`src/design/cest_pkg.sv`:
```
// Shared types for the calibrated elapsed-time and sleep timer.
// Request and result payloads plus the accumulator-to-divider handoff.
// No dependencies.
`default_nettype none

package cest_pkg;

  // widths fixed by the payload fields
  localparam int US_W    = 64;
  localparam int SEC_W   = 45;
  localparam int REM_W   = 20;
  localparam int KIND_W  = 3;
  localparam int TICKS_W = 48;
  localparam int CAL_W   = 32;

  // request kinds; the codes above the query are unused and act as a query
  localparam logic [KIND_W-1:0] KIND_SAMPLE   = 3'd0;
  localparam logic [KIND_W-1:0] KIND_SHUTDOWN = 3'd1;
  localparam logic [KIND_W-1:0] KIND_BOOT     = 3'd2;
  localparam logic [KIND_W-1:0] KIND_CLEAR    = 3'd3;
  localparam logic [KIND_W-1:0] KIND_QUERY    = 3'd4;

  // one request
  typedef struct packed {
    logic [KIND_W-1:0]  kind;
    logic [TICKS_W-1:0] tick_count;
    logic [CAL_W-1:0]   period_cal;
    logic               woke_from_sleep;
  } item_t;

  // one result
  typedef struct packed {
    logic [US_W-1:0]  elapsed_us;
    logic [SEC_W-1:0] elapsed_seconds;
    logic [SEC_W-1:0] inactivity_seconds;
  } result_t;

  // request after the microsecond total has been updated
  typedef struct packed {
    logic [KIND_W-1:0] kind;
    logic              woke;
    logic [US_W-1:0]   total;
  } acc_t;

  // total split into whole seconds and leftover microseconds
  typedef struct packed {
    acc_t             acc;
    logic [SEC_W-1:0] q;
    logic [REM_W-1:0] r;
  } quo_t;

endpackage

`default_nettype wire

```
`src/design/cest_div.sv`:
```
// Pipelined divide of the 64-bit microsecond total by one million.
// Four 18-bit quotient chunks, two stages each (reciprocal multiply, remainder).
// Depends on cest_pkg.
`default_nettype none

module cest_div (
  input  logic              clk,
  input  logic              rst,
  input  logic              req_valid,
  output logic              req_ready,
  input  cest_pkg::acc_t    req,
  output logic              rsp_valid,
  input  logic              rsp_ready,
  output cest_pkg::quo_t    rsp
);

  // total / 1e6 == (total >> 6) / 15625
  localparam int STEPS       = 4;
  localparam int STAGES      = 2 * STEPS;
  localparam int CHUNK_W     = 18;
  localparam int CORE_W      = 14;
  localparam int PRE_SHIFT   = 6;
  localparam int XP_W        = STEPS * CHUNK_W;
  localparam int N_W         = CORE_W + CHUNK_W;
  localparam int RECIP_W     = 33;
  localparam int PROD_W      = N_W + RECIP_W;
  localparam int RECIP_SHIFT = 46;
  localparam logic [CORE_W-1:0]  DIV_CORE  = 14'd15625;
  localparam logic [RECIP_W-1:0] DIV_RECIP = 33'd4503599628;

  typedef struct packed {
    cest_pkg::acc_t             tag;
    logic [cest_pkg::SEC_W-1:0] q;
    logic [CORE_W-1:0]          rem;
    logic [N_W-1:0]             n;
    logic [CHUNK_W-1:0]         qc;
  } stage_t;

  stage_t [STAGES-1:0] stg;
  stage_t [STAGES-1:0] nxt;
  logic   [STAGES-1:0] vld;
  logic   [STAGES-1:0] load;

  // a stage loads when empty or when the stage after it moves
  always_comb begin
    load[STAGES-1] = !vld[STAGES-1] || rsp_ready;
    for (int k = STAGES - 2; k >= 0; k--) begin
      load[k] = !vld[k] || load[k+1];
    end
  end

  assign req_ready = load[0];

  // even stages: reciprocal multiply on one chunk; odd stages: remainder
  always_comb begin
    stage_t              src;
    logic [XP_W-1:0]     xp;
    logic [PROD_W-1:0]   prod;
    logic [N_W-1:0]      sub;
    for (int k = 0; k < STAGES; k++) begin
      if (k == 0) begin
        src     = '0;
        src.tag = req;
      end else begin
        src = stg[k-1];
      end
      nxt[k] = src;
      xp     = XP_W'(src.tag.total[cest_pkg::US_W-1:PRE_SHIFT]);
      prod   = '0;
      sub    = '0;
      if ((k & 1) == 0) begin
        nxt[k].n  = {src.rem, xp[XP_W-1-CHUNK_W*(k>>1) -: CHUNK_W]};
        prod      = PROD_W'(nxt[k].n) * PROD_W'(DIV_RECIP);
        nxt[k].qc = prod[RECIP_SHIFT +: CHUNK_W];
      end else begin
        sub        = src.n - (N_W'(src.qc) * N_W'(DIV_CORE));
        nxt[k].rem = sub[CORE_W-1:0];
        nxt[k].q   = cest_pkg::SEC_W'({src.q, src.qc});
      end
    end
  end

  // valid bits
  always_ff @(posedge clk) begin
    if (rst) begin
      vld <= '0;
    end else begin
      vld <= (vld & ~load) | ({vld[STAGES-2:0], req_valid} & load);
    end
  end

  // stage payloads
  always_ff @(posedge clk) begin
    for (int k = 0; k < STAGES; k++) begin
      if (load[k]) begin
        stg[k] <= nxt[k];
      end
    end
  end

  assign rsp_valid = vld[STAGES-1];
  assign rsp.acc   = stg[STAGES-1].tag;
  assign rsp.q     = stg[STAGES-1].q;
  assign rsp.r     = {stg[STAGES-1].rem, stg[STAGES-1].tag.total[PRE_SHIFT-1:0]};

endmodule

`default_nettype wire

```
`config.mk`:
```
export PLATFORM = sky130hd
export DESIGN_NAME = cest_div
export DESIGN_NICKNAME = d
export VERILOG_FILES = /design/src/design/cest_pkg.sv /design/src/design/cest_div.sv
export SDC_FILE = /design/constraint.sdc
export NUM_CORES = 2
export LEC_CHECK = 0
export BUFFER_PORTS_ARGS = -buffer_cell sky130_fd_sc_hd__buf_2
export CAP_MARGIN = 0
export CELL_PAD_IN_SITES_DETAIL_PLACEMENT = 1
export CELL_PAD_IN_SITES_GLOBAL_PLACEMENT = 2
export CORE_AREA = 2 2 333 467
export DETAILED_ROUTE_END_ITERATION = 10
export DIE_AREA = 0 0 335 469
export PLACE_DENSITY_LB_ADDON = 0.1
export SYNTH_ARGS = -nofsm -noshare
export SYNTH_HDL_FRONTEND = slang
export SYNTH_SLANG_ARGS = --single-unit
```
`constraint.sdc`:
```
create_clock -name clk -period 9.06 [get_ports clk]
set_input_delay 0.906 -clock clk [delete_from_list [all_inputs] [get_ports clk]]
set_output_delay 0.906 -clock clk [all_outputs]
set_load 0.05 [all_outputs]
```
==> results_dict.tcl <==
set metrics [dict create \
    status "completed" \
    cts_tree "yes" \
    first_pass_iters 5 \
    grt_usage_pct 24.3 \
    rr_worst_depth 23 \
    final_nets 7986 \
    hp-class "input pin to flip-flop" \
    multi_input_area_sq_mm 0.0418 \
    post_cts_buffers 0 \
    fp.dieArea_sq_mm 0.157 \
    tightest_slew_ns 1.16 \
    worst_hold_slack_ns 0.357 \
    cts_root_buf "clkbuf_16" \
    hpwl_um 158000 \
    synth_cell_type_count 63 \
    syn2layout_area_growth_pct 9.38 \
    cts.sinks 757 \
    max_freq_ghz 0.115 \
    crit_end "nxt[1248]$_DFFE_PP_" \
    syn-instance-count 5323 \
    fin_crit_sh_pct 96.1 \
    yosys_warnings 0 \
    grt.overflow.total 0 \
    cpPeakStageDelay_ns 0.90 \
    routed_via_density 5.11 \
    syn_area_per_cell_sq_um 13.1 \
    clk_latency_ns 0.72 \
    routed_wl_um 185000 \
    clockBufferDepth 3 \
    ys.flop_type "edfxtp_1" \
    async_flop_share_pct 0 \
    floorplan.initialDensity_pct 45.7 \
    syn_nets 7665 \
    cp_slowest_cell "edfxtp_1" \
    r2r_slack_ns 0.36 \
    final-setup-viol-count 0 \
    clkTransAtPathRegs_ns 0.07 \
    worstReg2RegStart "nxt[1089]$_DFFE_PP_" \
    crit_path_end_kind "flip-flop" \
    worstPathMaxFanout 11 \
    start_kind "flip-flop" \
    cts_htree_levels 3 \
    vias 39300 \
    place_congestion 0.907 \
    rows 170 \
    maxSlewViolCount 0 \
    skew_ns 0.0642 \
    grt_setup_unrepaired "no" \
    ios 207 \
    whs_path_depth 1 \
    design.core.area_sq_mm 0.153 \
    cp_cell_sequence "inv_1 -> fa_1 -> fa_1 -> fa_1 -> fa_1 -> inv_1 -> fa_1 -> fa_1 -> fa_1 -> inv_1 -> fa_1 -> inv_1 -> ha_1 -> a211oi_1 -> o21ai_0 -> nor3_1 -> a221oi_2 -> o31ai_2 -> a21oi_1 -> o21ai_1 -> o21bai_1 -> a21oi_1 -> xnor2_1" \
    tritoncts.num_buffers 79 \
    setup-tns-final_ns 0 \
    final-hold-violation-count 0 \
    die-height_um 469 \
    worst-setup-path-type "flip-flop to flip-flop" \
    grt_pass1_wl_um 280000 \
    antenna_found_initial 16 \
    cp.required_ns 9.51 \
    ctsHoldBuffers 0 \
    cp.arrival_ns 9.15 \
    cts.repair.resized 0 \
    io_buffers 206 \
    fin_crit_ns 8.70 \
    seq_area_frac_synth_pct 32.4 \
    seq_area_sq_mm 0.0227 \
    maxSlewHeadroom_pct 22.1 \
    die_w_um 335 \
    reg2reg_to "nxt[1248]$_DFFE_PP_" \
    ys_ff_latch 757 \
    drive_gt1_share_pct 7.11 \
    grt_start_max_net_pins 68 \
    drt_iter0_drc 1508 \
    fillCellCount 15600 \
    drtAntennaViolNets 0 \
    maxCapViolCount 0 \
    path_common_cell "fa_1" \
    synth_edf_count 749 \
    grt_pass1_vias 45800 \
    crit_path_start "nxt[1089]$_DFFE_PP_" \
    synth_area_sq_mm 0.0698 \
    wl_per_cell_um 24.0 \
    drc_errors 0 \
]
## synthesized netlist by cell type, types with 2 or more instances
master | n | share of area (%)
fa_1 | 1038 | 30
a31oi_1 | 8 | 0.072
o21bai_1 | 9 | 0.097
a21boi_0 | 12 | 0.13
or4_1 | 2 | 0.021
nand4_1 | 19 | 0.17
edfxtp_1 | 749 | 32
buf_4 | 6 | 0.064
a22oi_1 | 16 | 0.17
nand3b_1 | 5 | 0.054
a41oi_2 | 2 | 0.047
nand2b_1 | 13 | 0.12
o2111ai_1 | 4 | 0.050
xnor2_1 | 115 | 1.4
and3_1 | 11 | 0.099
o21ai_1 | 3 | 0.021
o41ai_1 | 3 | 0.038
a32o_1 | 2 | 0.029
nor2_1 | 61 | 0.33
o31ai_2 | 2 | 0.036
dfxtp_1 | 8 | 0.23
xor2_1 | 75 | 0.94
a41oi_1 | 2 | 0.025
inv_1 | 1434 | 7.7
a311oi_1 | 2 | 0.025
nand2_1 | 66 | 0.35
o21a_1 | 10 | 0.11
and2_1 | 11 | 0.099
or2_2 | 19 | 0.17
o31ai_1 | 2 | 0.021
a211oi_1 | 15 | 0.16
nand3_1 | 23 | 0.16
o211ai_1 | 12 | 0.13
nor3b_1 | 2 | 0.021
ha_1 | 1232 | 22
o21ai_0 | 80 | 0.57
nor4_1 | 2 | 0.018
a21o_1 | 71 | 0.76
a221oi_2 | 2 | 0.043
nor2b_1 | 20 | 0.18
a21oi_1 | 118 | 0.85
nor3_1 | 14 | 0.10
clkbuf_1 | 3 | 0.016
## stage by stage
| step | cell area [sq um] | util [%] | cells | setup slack (ns) |
|---|---|---|---|---|
| final | 76400 | 50.0 | 7693 | 0.357 |
| after global routing | 76400 | 50.0 | 7689 | 0.112 |
| after CTS | 76400 | 50.0 | 7688 | 0.255 |
| after detailed placement | 73700 | 48.2 | 7541 | 0.305 |
| after global placement | 73700 | 48.2 | 7541 | 0.299 |
| after floorplan | 69800 | - | 5323 | 2.09 |
## cell type report
class	count	share of cell area, %
multi-input combinational	3122	54.7
sequential	757	29.7
inverter	1434	7.06
tap	1978	3.24
clock buffer	93	2.66
timing repair buffer	250	1.78
clock inverter	54	0.903
antenna	5	0.0164
## how the worst min path moves through the flow
stage	start	end	slack, ns
final	req[65]	nxt[351]$_DFFE_PN_	0.36
after global routing	req[65]	nxt[351]$_DFFE_PN_	0.32
after CTS	req[65]	nxt[351]$_DFFE_PN_	0.29
after detailed placement	nxt[1216]$_DFFE_PP_	nxt[1393]$_DFFE_PP_	0.41
after global placement	nxt[1013]$_DFFE_PP_	nxt[1093]$_DFFE_PP_	0.40
after floorplan	nxt[823]$_DFFE_PP_	nxt[1000]$_DFFE_PP_	0.40
## metal layers
metal | track usage, % | up-vias | wire length [um]
met2 | 46.2 | 581 | 101000
met4 | 8.47 | 2 | 6910
li1 | - | 17800 | -
met5 | 0 | - | 20
met1 | 28.6 | 20700 | 72500
met3 | 2.14 | 254 | 4560
## cell usage in the layout, fill, tap and decap left out, types with 19 or more instances in the layout
cell type,instances
a21oi_1,118
ha_1,1232
a21o_1,71
o21ai_0,80
clkbuf_16,79
edfxtp_1,749
inv_1,1431
nor2b_1,20
nand2_1,64
xnor2_1,115
buf_2,206
nor2_1,61
buf_4,44
nand4_1,19
xor2_1,75
fa_1,1038
nand3_1,22
## cell families (layout without fill, tap and decap cells)
logic type | after synthesis | count (layout) | synth area share, %
buf+inv | 1444 | 1831 | 7.80
fa+ha+maj | 2270 | 2270 | 51.8
other cells | 0 | 5 | 0
simple gates | 273 | 273 | 1.96
compound gates | 389 | 389 | 3.60
flops | 757 | 757 | 32.4
xor+xnor | 190 | 190 | 2.38
## registers in the layout, indices dropped and copies added (netlist names), named ones only
signal	flops
nxt	622
rsp	127
## worst max-delay path: cells and delay by family, from the launching register on
| kind | cells | cell delay, ns |
|---|---|---|
| xor gates and xnor gates | 1 | 0.08 |
| buffers and inverters | 4 | 0.54 |
| AOI/OAI and AO/OA | 8 | 2.02 |
| adders and majority gates | 9 | 4.34 |
| DFF | 1 | 0.90 |
| and+or+nand+nor | 1 | 0.52 |
Power is not shown: default switching activity piles up to over one toggle a cycle in this logic, so the estimate is an artifact.
